File: src/hdl/scpu_pkg.sv
// Shared types, constants and helper functions of the small CPU execute unit.
// Depends on nothing; the front, queue, back, top and checker files use it by scoped names.
package scpu_pkg;

    localparam int REG_COUNT   = 8;
    localparam int REG_IDX_W   = $clog2(REG_COUNT);
    localparam int QUEUE_DEPTH = 2;
    localparam int QUEUE_PTR_W = $clog2(QUEUE_DEPTH);
    localparam int QUEUE_CNT_W = $clog2(QUEUE_DEPTH + 1);
    localparam int OUT_DEPTH   = 2;
    localparam int OUT_PTR_W   = $clog2(OUT_DEPTH);
    localparam int OUT_CNT_W   = $clog2(OUT_DEPTH + 1);
    localparam logic [23:0] PC_STEP = 24'd4;

    typedef enum logic [3:0] {
        OP_HALT   = 4'd0,
        OP_JMP    = 4'd1,
        OP_JC     = 4'd2,
        OP_JO     = 4'd3,
        OP_LOAD   = 4'd4,
        OP_STORE  = 4'd5,
        OP_LDI    = 4'd6,
        OP_NOP    = 4'd7,
        OP_ADD    = 4'd8,
        OP_SUB    = 4'd9,
        OP_INPUT  = 4'd10,
        OP_OUTPUT = 4'd11,
        OP_EQ     = 4'd12,
        OP_LT     = 4'd13,
        OP_LE     = 4'd14,
        OP_INVC   = 4'd15
    } opcode_t;

    typedef struct packed {
        logic [31:0]        instruction_word;
        logic signed [15:0] load_data;
        logic [7:0]         in_byte;
    } in_t;

    typedef struct packed {
        logic [23:0]        next_pc;
        logic               halted;
        logic               store_valid;
        logic [23:0]        store_addr;
        logic signed [15:0] store_data;
        logic               out_valid;
        logic [7:0]         out_byte;
        logic               overflow_flag;
        logic               compare_flag;
    } out_t;

    // Decoded instruction as it travels from the front to the back.
    typedef struct packed {
        opcode_t                op;
        logic [REG_IDX_W-1:0]   wr_idx;
        logic [REG_IDX_W-1:0]   rd0_idx;
        logic [REG_IDX_W-1:0]   rd1_idx;
        logic [23:0]            addr;
        logic [15:0]            imm;
        logic signed [15:0]     load_data;
        logic [7:0]             in_byte;
    } dec_t;

    // Reduces a 4-bit register field modulo REG_COUNT by repeated subtraction.
    function automatic logic [REG_IDX_W-1:0] reg_sel(input logic [3:0] nib);
        logic [4:0] v;
        v = {1'b0, nib};
        for (int i = 0; i < 8; i++) begin
            if (v >= 5'(REG_COUNT)) begin
                v = v - 5'(REG_COUNT);
            end
        end
        return v[REG_IDX_W-1:0];
    endfunction

endpackage

File: src/hdl/scpu_ram.sv
// Generic RAM with one write port and one registered read port.
// Depends on nothing.
module scpu_ram #(
    parameter int WIDTH = 16,
    parameter int DEPTH = 8
) (
    input  logic                     clk,
    input  logic                     we,
    input  logic [$clog2(DEPTH)-1:0] waddr,
    input  logic [WIDTH-1:0]         wdata,
    input  logic                     re,
    input  logic [$clog2(DEPTH)-1:0] raddr,
    output logic [WIDTH-1:0]         rdata
);

    logic [WIDTH-1:0] mem [DEPTH];

    always_ff @(posedge clk)
    begin
        if (we)
        begin
            mem[waddr] <= wdata;
        end
        if (re)
        begin
            rdata <= mem[raddr];
        end
    end

endmodule

File: src/hdl/scpu_front.sv
// Front end: takes input items and decodes them into register-file read and write indices.
// Depends on scpu_pkg.
module scpu_front (
    input  logic           push,
    input  scpu_pkg::in_t  request,
    output logic           full,
    input  logic           queue_full,
    output logic           queue_wr,
    output scpu_pkg::dec_t dec
);

    logic [31:0] word;
    logic        two_src;

    assign word     = request.instruction_word;
    assign full     = queue_full;
    assign queue_wr = push && !queue_full;

    always_comb
    begin
        dec.op        = scpu_pkg::opcode_t'(word[31:28]);
        dec.wr_idx    = scpu_pkg::reg_sel(word[27:24]);
        dec.addr      = word[23:0];
        dec.imm       = word[15:0];
        dec.load_data = request.load_data;
        dec.in_byte   = request.in_byte;
        // Add and sub read b and c; everything else reads a and b.
        two_src = (dec.op inside {scpu_pkg::OP_ADD, scpu_pkg::OP_SUB});
        if (two_src)
        begin
            dec.rd0_idx = scpu_pkg::reg_sel(word[23:20]);
            dec.rd1_idx = scpu_pkg::reg_sel(word[19:16]);
        end
        else
        begin
            dec.rd0_idx = scpu_pkg::reg_sel(word[27:24]);
            dec.rd1_idx = scpu_pkg::reg_sel(word[23:20]);
        end
    end

endmodule

File: src/hdl/scpu_queue.sv
// Short queue of decoded items between the front and back ends.
// Depends on scpu_pkg.
module scpu_queue (
    input  logic           clk,
    input  logic           rst_n,
    input  logic           wr_en,
    input  scpu_pkg::dec_t wr_data,
    output logic           full,
    input  logic           rd_en,
    output scpu_pkg::dec_t rd_data,
    output logic           empty
);

    scpu_pkg::dec_t                     slot_reg [scpu_pkg::QUEUE_DEPTH];
    logic [scpu_pkg::QUEUE_PTR_W-1:0]   wr_ptr_reg, wr_ptr_next;
    logic [scpu_pkg::QUEUE_PTR_W-1:0]   rd_ptr_reg, rd_ptr_next;
    logic [scpu_pkg::QUEUE_CNT_W-1:0]   count_reg, count_next;

    assign full    = (count_reg == scpu_pkg::QUEUE_CNT_W'(scpu_pkg::QUEUE_DEPTH));
    assign empty   = (count_reg == '0);
    assign rd_data = slot_reg[rd_ptr_reg];

    always_comb
    begin
        wr_ptr_next = wr_ptr_reg;
        rd_ptr_next = rd_ptr_reg;
        count_next  = count_reg;
        if (wr_en)
        begin
            wr_ptr_next = (wr_ptr_reg == scpu_pkg::QUEUE_PTR_W'(scpu_pkg::QUEUE_DEPTH - 1))
                        ? '0 : wr_ptr_reg + 1'b1;
        end
        if (rd_en)
        begin
            rd_ptr_next = (rd_ptr_reg == scpu_pkg::QUEUE_PTR_W'(scpu_pkg::QUEUE_DEPTH - 1))
                        ? '0 : rd_ptr_reg + 1'b1;
        end
        if (wr_en && !rd_en)
        begin
            count_next = count_reg + 1'b1;
        end
        else if (rd_en && !wr_en)
        begin
            count_next = count_reg - 1'b1;
        end
    end

    always_ff @(posedge clk or negedge rst_n)
    begin
        if (!rst_n)
        begin
            wr_ptr_reg <= '0;
            rd_ptr_reg <= '0;
            count_reg  <= '0;
        end
        else
        begin
            wr_ptr_reg <= wr_ptr_next;
            rd_ptr_reg <= rd_ptr_next;
            count_reg  <= count_next;
        end
    end

    always_ff @(posedge clk)
    begin
        if (wr_en)
        begin
            slot_reg[wr_ptr_reg] <= wr_data;
        end
    end

endmodule

File: src/hdl/scpu_back.sv
// Back end: register-file read, execute, architectural state and the result queue.
// Depends on scpu_pkg and scpu_ram.
module scpu_back (
    input  logic           clk,
    input  logic           rst_n,
    input  logic           q_empty,
    input  scpu_pkg::dec_t q_data,
    output logic           q_pop,
    output logic           empty,
    input  logic           pop,
    output scpu_pkg::out_t result
);

    localparam int IW = scpu_pkg::REG_IDX_W;

    // Execute stage.
    logic                 s2_valid_reg;
    scpu_pkg::dec_t       s2_dec_reg;
    logic                 fwd0_reg, fwd1_reg;
    logic                 valid0_reg, valid1_reg;
    logic [15:0]          fwd_data_reg;

    // Architectural state.
    logic [scpu_pkg::REG_COUNT-1:0] rf_valid_reg, rf_valid_next;
    logic [23:0]          pc_reg, pc_next;
    logic                 ovf_reg, ovf_next;
    logic                 cmp_reg, cmp_next;
    logic                 stopped_reg, stopped_next;

    // Result queue.
    scpu_pkg::out_t                 oq_reg [scpu_pkg::OUT_DEPTH];
    logic [scpu_pkg::OUT_PTR_W-1:0] oq_wr_reg, oq_rd_reg;
    logic [scpu_pkg::OUT_CNT_W-1:0] oq_cnt_reg;

    logic                 s2_fire, issue, pop_fire;
    logic                 we;
    logic [15:0]          wdata;
    logic [15:0]          ram0, ram1;
    logic signed [15:0]   opa, opb, sum, diff;
    scpu_pkg::out_t       res;

    assign s2_fire  = s2_valid_reg
                   && (oq_cnt_reg != scpu_pkg::OUT_CNT_W'(scpu_pkg::OUT_DEPTH));
    assign issue    = !q_empty && (!s2_valid_reg || s2_fire);
    assign q_pop    = issue;
    assign pop_fire = pop && !empty;
    assign empty    = (oq_cnt_reg == '0);
    assign result   = oq_reg[oq_rd_reg];

    scpu_ram #(.WIDTH(16), .DEPTH(scpu_pkg::REG_COUNT)) u_ram0 (
        .clk   (clk),
        .we    (we),
        .waddr (s2_dec_reg.wr_idx),
        .wdata (wdata),
        .re    (issue),
        .raddr (q_data.rd0_idx),
        .rdata (ram0)
    );

    scpu_ram #(.WIDTH(16), .DEPTH(scpu_pkg::REG_COUNT)) u_ram1 (
        .clk   (clk),
        .we    (we),
        .waddr (s2_dec_reg.wr_idx),
        .wdata (wdata),
        .re    (issue),
        .raddr (q_data.rd1_idx),
        .rdata (ram1)
    );

    // A write in the cycle of the read is forwarded; an entry never written reads as zero.
    assign opa  = fwd0_reg ? fwd_data_reg : (valid0_reg ? ram0 : 16'd0);
    assign opb  = fwd1_reg ? fwd_data_reg : (valid1_reg ? ram1 : 16'd0);
    assign sum  = opa + opb;
    assign diff = opa - opb;

    always_comb
    begin
        pc_next      = pc_reg;
        ovf_next     = ovf_reg;
        cmp_next     = cmp_reg;
        stopped_next = stopped_reg;
        we           = 1'b0;
        wdata        = 16'd0;
        res          = '0;
        if (s2_fire && !stopped_reg)
        begin
            pc_next = pc_reg + scpu_pkg::PC_STEP;
            case (s2_dec_reg.op)
                scpu_pkg::OP_HALT:   stopped_next = 1'b1;
                scpu_pkg::OP_JMP:    pc_next = s2_dec_reg.addr;
                scpu_pkg::OP_JC:     if (cmp_reg) pc_next = s2_dec_reg.addr;
                scpu_pkg::OP_JO:     if (ovf_reg) pc_next = s2_dec_reg.addr;
                scpu_pkg::OP_LOAD:
                begin
                    we    = 1'b1;
                    wdata = s2_dec_reg.load_data;
                end
                scpu_pkg::OP_STORE:
                begin
                    res.store_valid = 1'b1;
                    res.store_addr  = s2_dec_reg.addr;
                    res.store_data  = opa;
                end
                scpu_pkg::OP_LDI:
                begin
                    we    = 1'b1;
                    wdata = s2_dec_reg.imm;
                end
                scpu_pkg::OP_NOP:    ;
                scpu_pkg::OP_ADD:
                begin
                    we       = 1'b1;
                    wdata    = sum;
                    ovf_next = (opa[15] == opb[15]) && (sum[15] != opa[15]);
                end
                scpu_pkg::OP_SUB:
                begin
                    we       = 1'b1;
                    wdata    = diff;
                    ovf_next = (opa[15] != opb[15]) && (diff[15] != opa[15]);
                end
                scpu_pkg::OP_INPUT:
                begin
                    we    = 1'b1;
                    wdata = {opa[15:8], s2_dec_reg.in_byte};
                end
                scpu_pkg::OP_OUTPUT:
                begin
                    res.out_valid = 1'b1;
                    res.out_byte  = opa[7:0];
                end
                scpu_pkg::OP_EQ:     cmp_next = (opa == opb);
                scpu_pkg::OP_LT:     cmp_next = (opa < opb);
                scpu_pkg::OP_LE:     cmp_next = (opa <= opb);
                default:             cmp_next = !cmp_reg;
            endcase
        end
        res.next_pc       = pc_next;
        res.halted        = stopped_next;
        res.overflow_flag = ovf_next;
        res.compare_flag  = cmp_next;
    end

    always_comb
    begin
        rf_valid_next = rf_valid_reg;
        if (we)
        begin
            rf_valid_next[s2_dec_reg.wr_idx] = 1'b1;
        end
    end

    always_ff @(posedge clk or negedge rst_n)
    begin
        if (!rst_n)
        begin
            s2_valid_reg <= 1'b0;
            rf_valid_reg <= '0;
            pc_reg       <= '0;
            ovf_reg      <= 1'b0;
            cmp_reg      <= 1'b0;
            stopped_reg  <= 1'b0;
            oq_wr_reg    <= '0;
            oq_rd_reg    <= '0;
            oq_cnt_reg   <= '0;
        end
        else
        begin
            if (issue)
            begin
                s2_valid_reg <= 1'b1;
            end
            else if (s2_fire)
            begin
                s2_valid_reg <= 1'b0;
            end
            rf_valid_reg <= rf_valid_next;
            pc_reg       <= pc_next;
            ovf_reg      <= ovf_next;
            cmp_reg      <= cmp_next;
            stopped_reg  <= stopped_next;
            if (s2_fire)
            begin
                oq_wr_reg <= (oq_wr_reg == scpu_pkg::OUT_PTR_W'(scpu_pkg::OUT_DEPTH - 1))
                           ? '0 : oq_wr_reg + 1'b1;
            end
            if (pop_fire)
            begin
                oq_rd_reg <= (oq_rd_reg == scpu_pkg::OUT_PTR_W'(scpu_pkg::OUT_DEPTH - 1))
                           ? '0 : oq_rd_reg + 1'b1;
            end
            if (s2_fire && !pop_fire)
            begin
                oq_cnt_reg <= oq_cnt_reg + 1'b1;
            end
            else if (pop_fire && !s2_fire)
            begin
                oq_cnt_reg <= oq_cnt_reg - 1'b1;
            end
        end
    end

    always_ff @(posedge clk)
    begin
        if (issue)
        begin
            s2_dec_reg   <= q_data;
            fwd0_reg     <= we && (s2_dec_reg.wr_idx == q_data.rd0_idx);
            fwd1_reg     <= we && (s2_dec_reg.wr_idx == q_data.rd1_idx);
            valid0_reg   <= rf_valid_reg[q_data.rd0_idx[IW-1:0]];
            valid1_reg   <= rf_valid_reg[q_data.rd1_idx[IW-1:0]];
            fwd_data_reg <= wdata;
        end
        if (s2_fire)
        begin
            oq_reg[oq_wr_reg] <= res;
        end
    end

endmodule

File: src/hdl/small_cpu_execute_unit.sv
// Top level of the small CPU execute unit: front decode, decoded-item queue, back end.
// Depends on scpu_pkg, scpu_front, scpu_queue and scpu_back.

// The unit executes one instruction per item and sustains one item per clock cycle when
// pop keeps up. An accepted item is first held in the decoded-item queue; as it leaves
// the queue for the execute stage the registered read of the register file is launched,
// and the execute stage then writes the result into the result queue that drives the
// result ports. The register file is a pair of small RAMs with a registered read; a value
// written by one instruction is forwarded to the next, so dependent instructions still
// run back to back. Reset clears the register file at once through per-register valid
// bits, so there is no clearing pass. After a halt every item still gives one result that
// repeats the held program counter and flags.
module small_cpu_execute_unit (
    input  logic           clk,
    input  logic           rst_n,
    input  logic           push,
    output logic           full,
    input  scpu_pkg::in_t  request,
    output logic           empty,
    input  logic           pop,
    output scpu_pkg::out_t result
);

    scpu_pkg::dec_t dec;
    scpu_pkg::dec_t q_data;
    logic           queue_wr;
    logic           queue_full;
    logic           q_empty;
    logic           q_pop;

    scpu_front u_front (
        .push       (push),
        .request    (request),
        .full       (full),
        .queue_full (queue_full),
        .queue_wr   (queue_wr),
        .dec        (dec)
    );

    scpu_queue u_queue (
        .clk     (clk),
        .rst_n   (rst_n),
        .wr_en   (queue_wr),
        .wr_data (dec),
        .full    (queue_full),
        .rd_en   (q_pop),
        .rd_data (q_data),
        .empty   (q_empty)
    );

    scpu_back u_back (
        .clk     (clk),
        .rst_n   (rst_n),
        .q_empty (q_empty),
        .q_data  (q_data),
        .q_pop   (q_pop),
        .empty   (empty),
        .pop     (pop),
        .result  (result)
    );

endmodule

File: config.mk
export PLATFORM = sky130hd
export DESIGN_NAME = small_cpu_execute_unit
export DESIGN_NICKNAME = d
export VERILOG_FILES = /design/src/hdl/scpu_pkg.sv /design/src/hdl/scpu_ram.sv /design/src/hdl/scpu_front.sv /design/src/hdl/scpu_queue.sv /design/src/hdl/scpu_back.sv /design/src/hdl/small_cpu_execute_unit.sv
export SDC_FILE = /design/constraint.sdc
export NUM_CORES = 1
export LEC_CHECK = 0
export BUFFER_PORTS_ARGS = -buffer_cell sky130_fd_sc_hd__buf_2
export CAP_MARGIN = 20
export CORE_ASPECT_RATIO = 0.8
export CORE_MARGIN = 2
export CORE_UTILIZATION = 63
export DETAILED_ROUTE_END_ITERATION = 8
export GPL_ROUTABILITY_DRIVEN = 1
export GPL_TIMING_DRIVEN = 0
export MAX_ROUTING_LAYER = met4
export PLACE_DENSITY = 0.81
export REMOVE_ABC_BUFFERS = 1
export SYNTH_ARGS = -nofsm -noshare
export SYNTH_HDL_FRONTEND = slang
export SYNTH_HIERARCHICAL = 1
export SYNTH_SLANG_ARGS = --single-unit
export TNS_END_PERCENT = 1
File: constraint.sdc
create_clock -name clk -period 11.2 [get_ports clk]
set_input_delay 1.12 -clock clk [delete_from_list [all_inputs] [get_ports clk]]
set_output_delay 1.12 -clock clk [all_outputs]
set_load 0.02 [all_outputs]
# Yosys cells after proc, flatten, opt, wreduce, memory -nomap -nowiden
# Memories as Yosys holds them, arrays and structs flattened. A register that Yosys moved wholly into a read port is not among the register bits.
# Index checks and enable logic that the tools add are counted.
dict set report totals {
  ram_bits 564
  register_bits 135
  elab_cells 290
  n_memories 4
}
dict set report op_classes {
  eq_ne 25
  reduce_logical 34
  muxes 110
  bitwise 1
  n_addsub 49
  magnitude_cmp 44
}
# name words word_bits rd rd_clocked_by_memory_dff write_ports line_no
set memory_table {}
lappend memory_table {u_back.oq_reg 2 77 1 0 1 scpu_back.sv:31} ;# scpu_pkg::out_t oq_reg [scpu_pkg::OUT_DEPTH];
lappend memory_table {u_queue.slot_reg 2 77 1 0 1 scpu_queue.sv:14} ;# scpu_pkg::dec_t slot_reg [scpu_pkg::QUEUE_DEPTH];
lappend memory_table {u_back.u_ram0.mem 8 16 1 1 1 scpu_ram.sv:16} ;# logic [WIDTH-1:0] mem [DEPTH];
lappend memory_table {u_back.u_ram1.mem 8 16 1 1 1 scpu_ram.sv:16}
# op count
set ops {}
lappend ops {{$mux W5} 61}
lappend ops {{$ge A5 B4 Y1 const B} 35}
lappend ops {{$sub A5 B4 Y5 const B} 30}
lappend ops {{$mux W16} 5}
lappend ops {{$pmux W16 S5} 1}
lappend ops {{$mux W24} 3}
lappend ops {{$pmux W24 S3} 1}
lappend ops {{$mux W50} 1}
lappend ops {{$mux W41} 1}
lappend ops {{$eq A4 B4 Y1 const B} 9}
lappend ops {{$add A24 B3 Y24 const B} 1}
lappend ops {{$mux W1} 21}
lappend ops {{$add A16 B16 Y16} 1}
lappend ops {{$eq A16 B16 Y1} 1}
lappend ops {{$eq A4 B3 Y1 const B} 4}
lappend ops {{$le A16 B16 Y1} 1}
lappend ops {{$lt A16 B16 Y1} 1}
lappend ops {{$sub A16 B16 Y16} 1}
lappend ops {{$mux W3} 5}
lappend ops {{$sub A3 B1 Y3 const B} 5}
lappend ops {{$sub A4 B4 Y5 const B} 3}
lappend ops {{$logic_and A1 B1 Y1} 14}
lappend ops {{$ge A4 B4 Y1 const B} 3}
lappend ops {{$lt A3 B4 Y1 const B} 3}
lappend ops {{other kinds (26)} 52}

# Depth between registers and ports, before layout
dict set report logic_depth {
  depth_word 24
  ltp_mapped 14
}

# Cells and area by module
# The synthesis kept the hierarchy.
# mod area_per_inst_um2 seq_area_each_um2 n_inst cells_each
set modules_own_cells {}
lappend modules_own_cells {scpu_back 13585.5 8358.0 1 1047}
lappend modules_own_cells {scpu_ram 5454.0 4324.1 2 214}
lappend modules_own_cells {scpu_queue 5823.1 4724.5 1 256}
lappend modules_own_cells {scpu_front 633.1 0.0 1 80}

# Worst setup path after synthesis
# Ideal clock, no wire load.
dict set report synth_timing {
  path_kind {input-to-reg}
  startpoint {in push}
  endpoint {mem u_queue/slot_reg[0][0] in the netlist's numbering (enable)}
  cell_stages 2
  arrival_ns 4.806
  setup_time_ns 0.522
  t_required_ns 10.678
  slack_ns 5.872
  n_path_buf 0
  cell_sequence {nor2b_1 nor2b_1}
}
dict set report synth_via {
  elab_chain_cells 3
}
# item line_no
set synth_rtl {}
lappend synth_rtl {{from (decl)} small_cpu_execute_unit.sv:16} ;# input logic push,
lappend synth_rtl {{$logic_and A1 B1 Y1} scpu_front.sv:17} ;# assign queue_wr = push && !queue_full;
lappend synth_rtl {{$mux W1} scpu_queue.sv:66} ;# if (wr_en)
lappend synth_rtl {{$mux W1 (implied by the code)} scpu_queue.sv:68} ;# slot_reg[wr_ptr_reg] <= wr_data;
lappend synth_rtl {{to (decl)} scpu_queue.sv:14}
# Every way passes these cells.

# Worst setup path after layout
dict set report layout_timing {
  startpoint {reg u_back.fwd0_reg}
  endpoint {mem u_back.u_ram1.mem[4][15], data pin}
}
dict set report layout_via {
  elab_chain_cells 4
}
# item line_no
set layout_rtl {}
lappend layout_rtl {{from (decl)} scpu_back.sv:19} ;# logic fwd0_reg, fwd1_reg;
lappend layout_rtl {{from (signal assigned)} scpu_back.sv:208} ;# fwd0_reg <= we && (s2_dec_reg.wr_idx == q_data.rd0_idx);
lappend layout_rtl {{$mux W16 (*)} scpu_back.sv:71} ;# assign opa = fwd0_reg ? fwd_data_reg : (valid0_reg ? ram0 : 16'd0);
lappend layout_rtl {{$sub A16 B16 Y16 or $add A16 B16 Y16 (tied branches)} {scpu_back.sv:74, scpu_back.sv:73}}
lappend layout_rtl {{$pmux W16 S5 (*)} scpu_back.sv:88} ;# case (s2_dec_reg.op)
lappend layout_rtl {{$mux W16 (*)} scpu_back.sv:85} ;# if (s2_fire && !stopped_reg)
lappend layout_rtl {{net u_back.wdata[15]} scpu_back.sv:37} ;# logic [15:0] wdata;
lappend layout_rtl {{to (decl)} scpu_ram.sv:16}
# Mark *: on every way through the listed nets, which the timed path passes. The rest lies on a longest branch.

==> metrics.md <==
| Metric | Value |
|---|---|
| Status | completed |
| Synthesized instance count | 1811 |
| Drt drc | 0 |
| DR WL/cell | 26.0 um |
| Core area | 48500 sq um |
| Flop pwr share | 42.5% |
| First-pass GRT wire length | 102 mm |
| TritonCTS Buffers | 68 |
| Antenna-violating nets left | 0 |
| #FFs+latches synth | 731 |
| DR pass1 iterations | 5 |
| Sw Ratio | 35.3% |
| CP endpoint kind | flop |
| Layout Cell Area excl Fill | 34500 sq um |
| Max-cap violations | 0 |
| Post-synthesis async set-or-reset flop share | 6.02% |
| Power Internal | 6770 uW |
| Startpoint Class | flop |
| Pre-CTS setup slack | 5890 ps |
| Crit path time final | 5050 ps |
| Slew Viols, Final | 0 |
| Period Utilization, post-route | 45.1% |
| Final wirelength | 67.9 mm |
| Clock tree buffer depth | 3 |
| Gate power share | 35.7% |
| Gr usage total | 27.8% |
| Crit Path Max Fanout | 19 |
| WP data arrival | 5500 ps |
| Post-synth EDFFs | 687 |
| Final net count | 2011 |
| RR Startpoint | u_back/fwd0_reg$_DFFE_PP_ |
| Layout cells sized above 1 | 28.2% |
| Gr ovfl total | 0 |
| Initial antenna violation count | 12 |
| P_leak | 0.0122 uW |
| Post-DP HPWL | 43.8 mm |
| Post-Syn Area | 30900 sq um |
| Via count | 16639 |
| Largest net degree at the start of global routing | 65 |
| Worst slew margin | 24.8% |
| Yosys top cell area share | 66.7% |
| Initial Util | 63.9% |
| Worst r2r dst | u_back/u_ram1/mem[4][15]$_DFFE_PP_ |
| Reg2reg setup slack | 6150 ps |
| Pwr Density | 303 nW/um^2 |
| Setup violations, final | 0 |
| Area contributors post-synth | edfxtp_1 (67%), mux2_2 (6.4%), mux4_1 (4.8%) |
| Yosys Warn Count | 6 |
| Placed Area | 32200 sq um |
| IO Count | 139 |
| Largest area contributor in the netlist | edfxtp_1 |
| Clk pin slew, worst setup/hold paths | 60 ps |
| CTS H-Tree Depth | 3 |
| Count of input and output buffers | 137 |
| Clk Latency, worst-skew pair | 620 ps |
| GP Congestion | 0.925 |
| Worst Slack Setup Final | 6150 ps |
| Sequential area share after synthesis | 70.2% |
| Worst EP required | 11650 ps |
| Vias in the first global route | 16831 |
| FP Rows | 72 |
| CTS Hold Bufs | 0 |
| Die height | 202 um |
| Area growth from synthesis to layout | 11.6% |
| Worst hold slack | 425 ps |
| HP Class | input pin to async pin |
| Clk pwr share | 21.8% |
| Final design utilization | 71.3% |
| DIE AREA | 50900 sq um |
| DR vias/cell | 6.38 |
| Detailed Route Iter0 Violations | 1833 |
| RSZ-0062 raised after global routing | no |
| Skew final | 27.5 ps |
| DIE WIDTH | 252 um |
| Peak supply drop | 0.200 mV |
| Synth unique cells | 90 |
| Post-CTS Resized | 0 |
| Post-CTS Setup Inserts | 0 |
| Sink Count | 731 |
| Critical path type | flop to flop |
| CTS tree | built |
| Reg2reg path depth | 13 |
| NetSw | 3690 uW |
| Synth Flop Type | edfxtp_1 |
| Hold Violations, Final | 0 |
| Setup TNS | 0 ps |
| Fmax | 198 MHz |
| Measured slew at the worst slew-check pin | 1120 ps |
| Clk Tree Root Cell | clkbuf_16 |
| Avg Cell Area, Syn | 17.1 sq um |
[logic make-up after synthesis]
kind of cell,share of synthesized area (%)
DFF,70.2
buffers and inverters,4.07
xor gates and xnor gates,0.679
muxes,13.2
AOI/OAI and AO/OA,5.82
and+or+nand+nor,4.48
adders and majority gates,1.50
[cells in the final DEF (no fill, tap or decap), types with 10 or more instances in the layout]
cell type,netlist,final
nor2_1,98,84
clkinv_2,0,12
clkbuf_16,0,70
nand2_1,63,63
inv_1,52,52
mux2_2,176,176
a22o_1,18,18
nand2b_1,17,17
mux2_4,20,20
mux4_1,56,56
buf_8,0,12
xor2_1,14,14
nor2_2,0,12
a22oi_1,21,21
buf_4,74,10
buf_2,15,137
buf_6,17,12
a21oi_1,71,70
mux4_2,12,12
edfxtp_1,687,687
o21ai_0,35,35
and2_1,29,28
clkbuf_1,25,18
nand3_1,22,22
dfrtp_1,44,42
xnor2_1,10,10
ha_1,34,34
[power groups by stage]
stage | clock [uW] | combinational (uW) | sequential, uW
2_1_floorplan | 0 | 2470 | 4400
3_3_place_gp | 0 | 3340 | 4620
3_5_place_dp | 0 | 3640 | 4480
4_1_cts | 2310 | 3680 | 4430
5_1_grt | 2410 | 3990 | 4510
6_report | 2280 | 3740 | 4450
[cells in the mapped netlist, drive strengths merged (11+ instances only)]
| cell type | instances |
|---|---|
| buf | 124 |
| clkbuf | 31 |
| a31oi | 11 |
| mux4 | 68 |
| xor2 | 14 |
| ha | 34 |
| nand3 | 22 |
| dfrtp | 44 |
| edfxtp | 687 |
| mux2 | 197 |
| a22o | 18 |
| a21oi | 73 |
| o21ai | 45 |
| a22oi | 21 |
| inv | 54 |
| nor2 | 99 |
| and2 | 29 |
| nand2 | 63 |
| nor3 | 16 |
| nand2b | 18 |
[how the worst max path moves through the flow]
stage / cells after the start / to / start / slack (ps)
after floorplan: 2 / u_queue/slot_reg[0][0]$_DFFE_PP_ / push / 5870
after global placement: 3 / u_queue/slot_reg[0][13]$_DFFE_PP_ / push / 3730
after detailed placement: 11 / u_back/u_ram1/mem[1][9]$_DFFE_PP_ / u_back/fwd0_reg$_DFFE_PP_ / 5890
after CTS: 11 / u_back/u_ram0/mem[4][9]$_DFFE_PP_ / u_back/fwd0_reg$_DFFE_PP_ / 5870
after global routing: 12 / u_back/fwd_data_reg[12]$_DFFE_PP_ / u_back/fwd0_reg$_DFFE_PP_ / 5850
final: 13 / u_back/u_ram1/mem[4][15]$_DFFE_PP_ / u_back/fwd0_reg$_DFFE_PP_ / 6150
[layer usage]
metal / global-route usage (%) / part of all wire, %
met2: 42.5 / 48
met3: 6.67 / 9.3
met4: 8.24 / 2.2
met5: - / 0
met1: 37.9 / 41
[area by class of cell]
class,count,area [sq um]
clock inverter,33,328
tap,629,787
inverter,55,211
fill,2881,13900
sequential,731,21700
clock buffer,92,1870
timing repair buffer,189,1500
multi-input combinational,870,8070
antenna,9,22.5
[worst max-delay path: stages, from the launching register on]
cell	delay, ps
edfxtp_1	790
nor2b_1	240
buf_4	250
a22oi_1	680
inv_1	160
ha_1	570
nor2_1	90
o21bai_1	250
o211ai_2	230
o31ai_4	360
xnor2_1	170
a22oi_1	110
a21oi_1	670
buf_4	310
[through the flow]
| step | total power [uW] | cells |
|---|---|---|
| 2_1_floorplan | 6870 | 1656 |
| 3_3_place_gp | 7960 | 2422 |
| 3_5_place_dp | 8120 | 2467 |
| 4_1_cts | 10400 | 2592 |
| 5_1_grt | 10900 | 2608 |
| 6_report | 10500 | 2608 |
(Power assumes the default switching activity.)
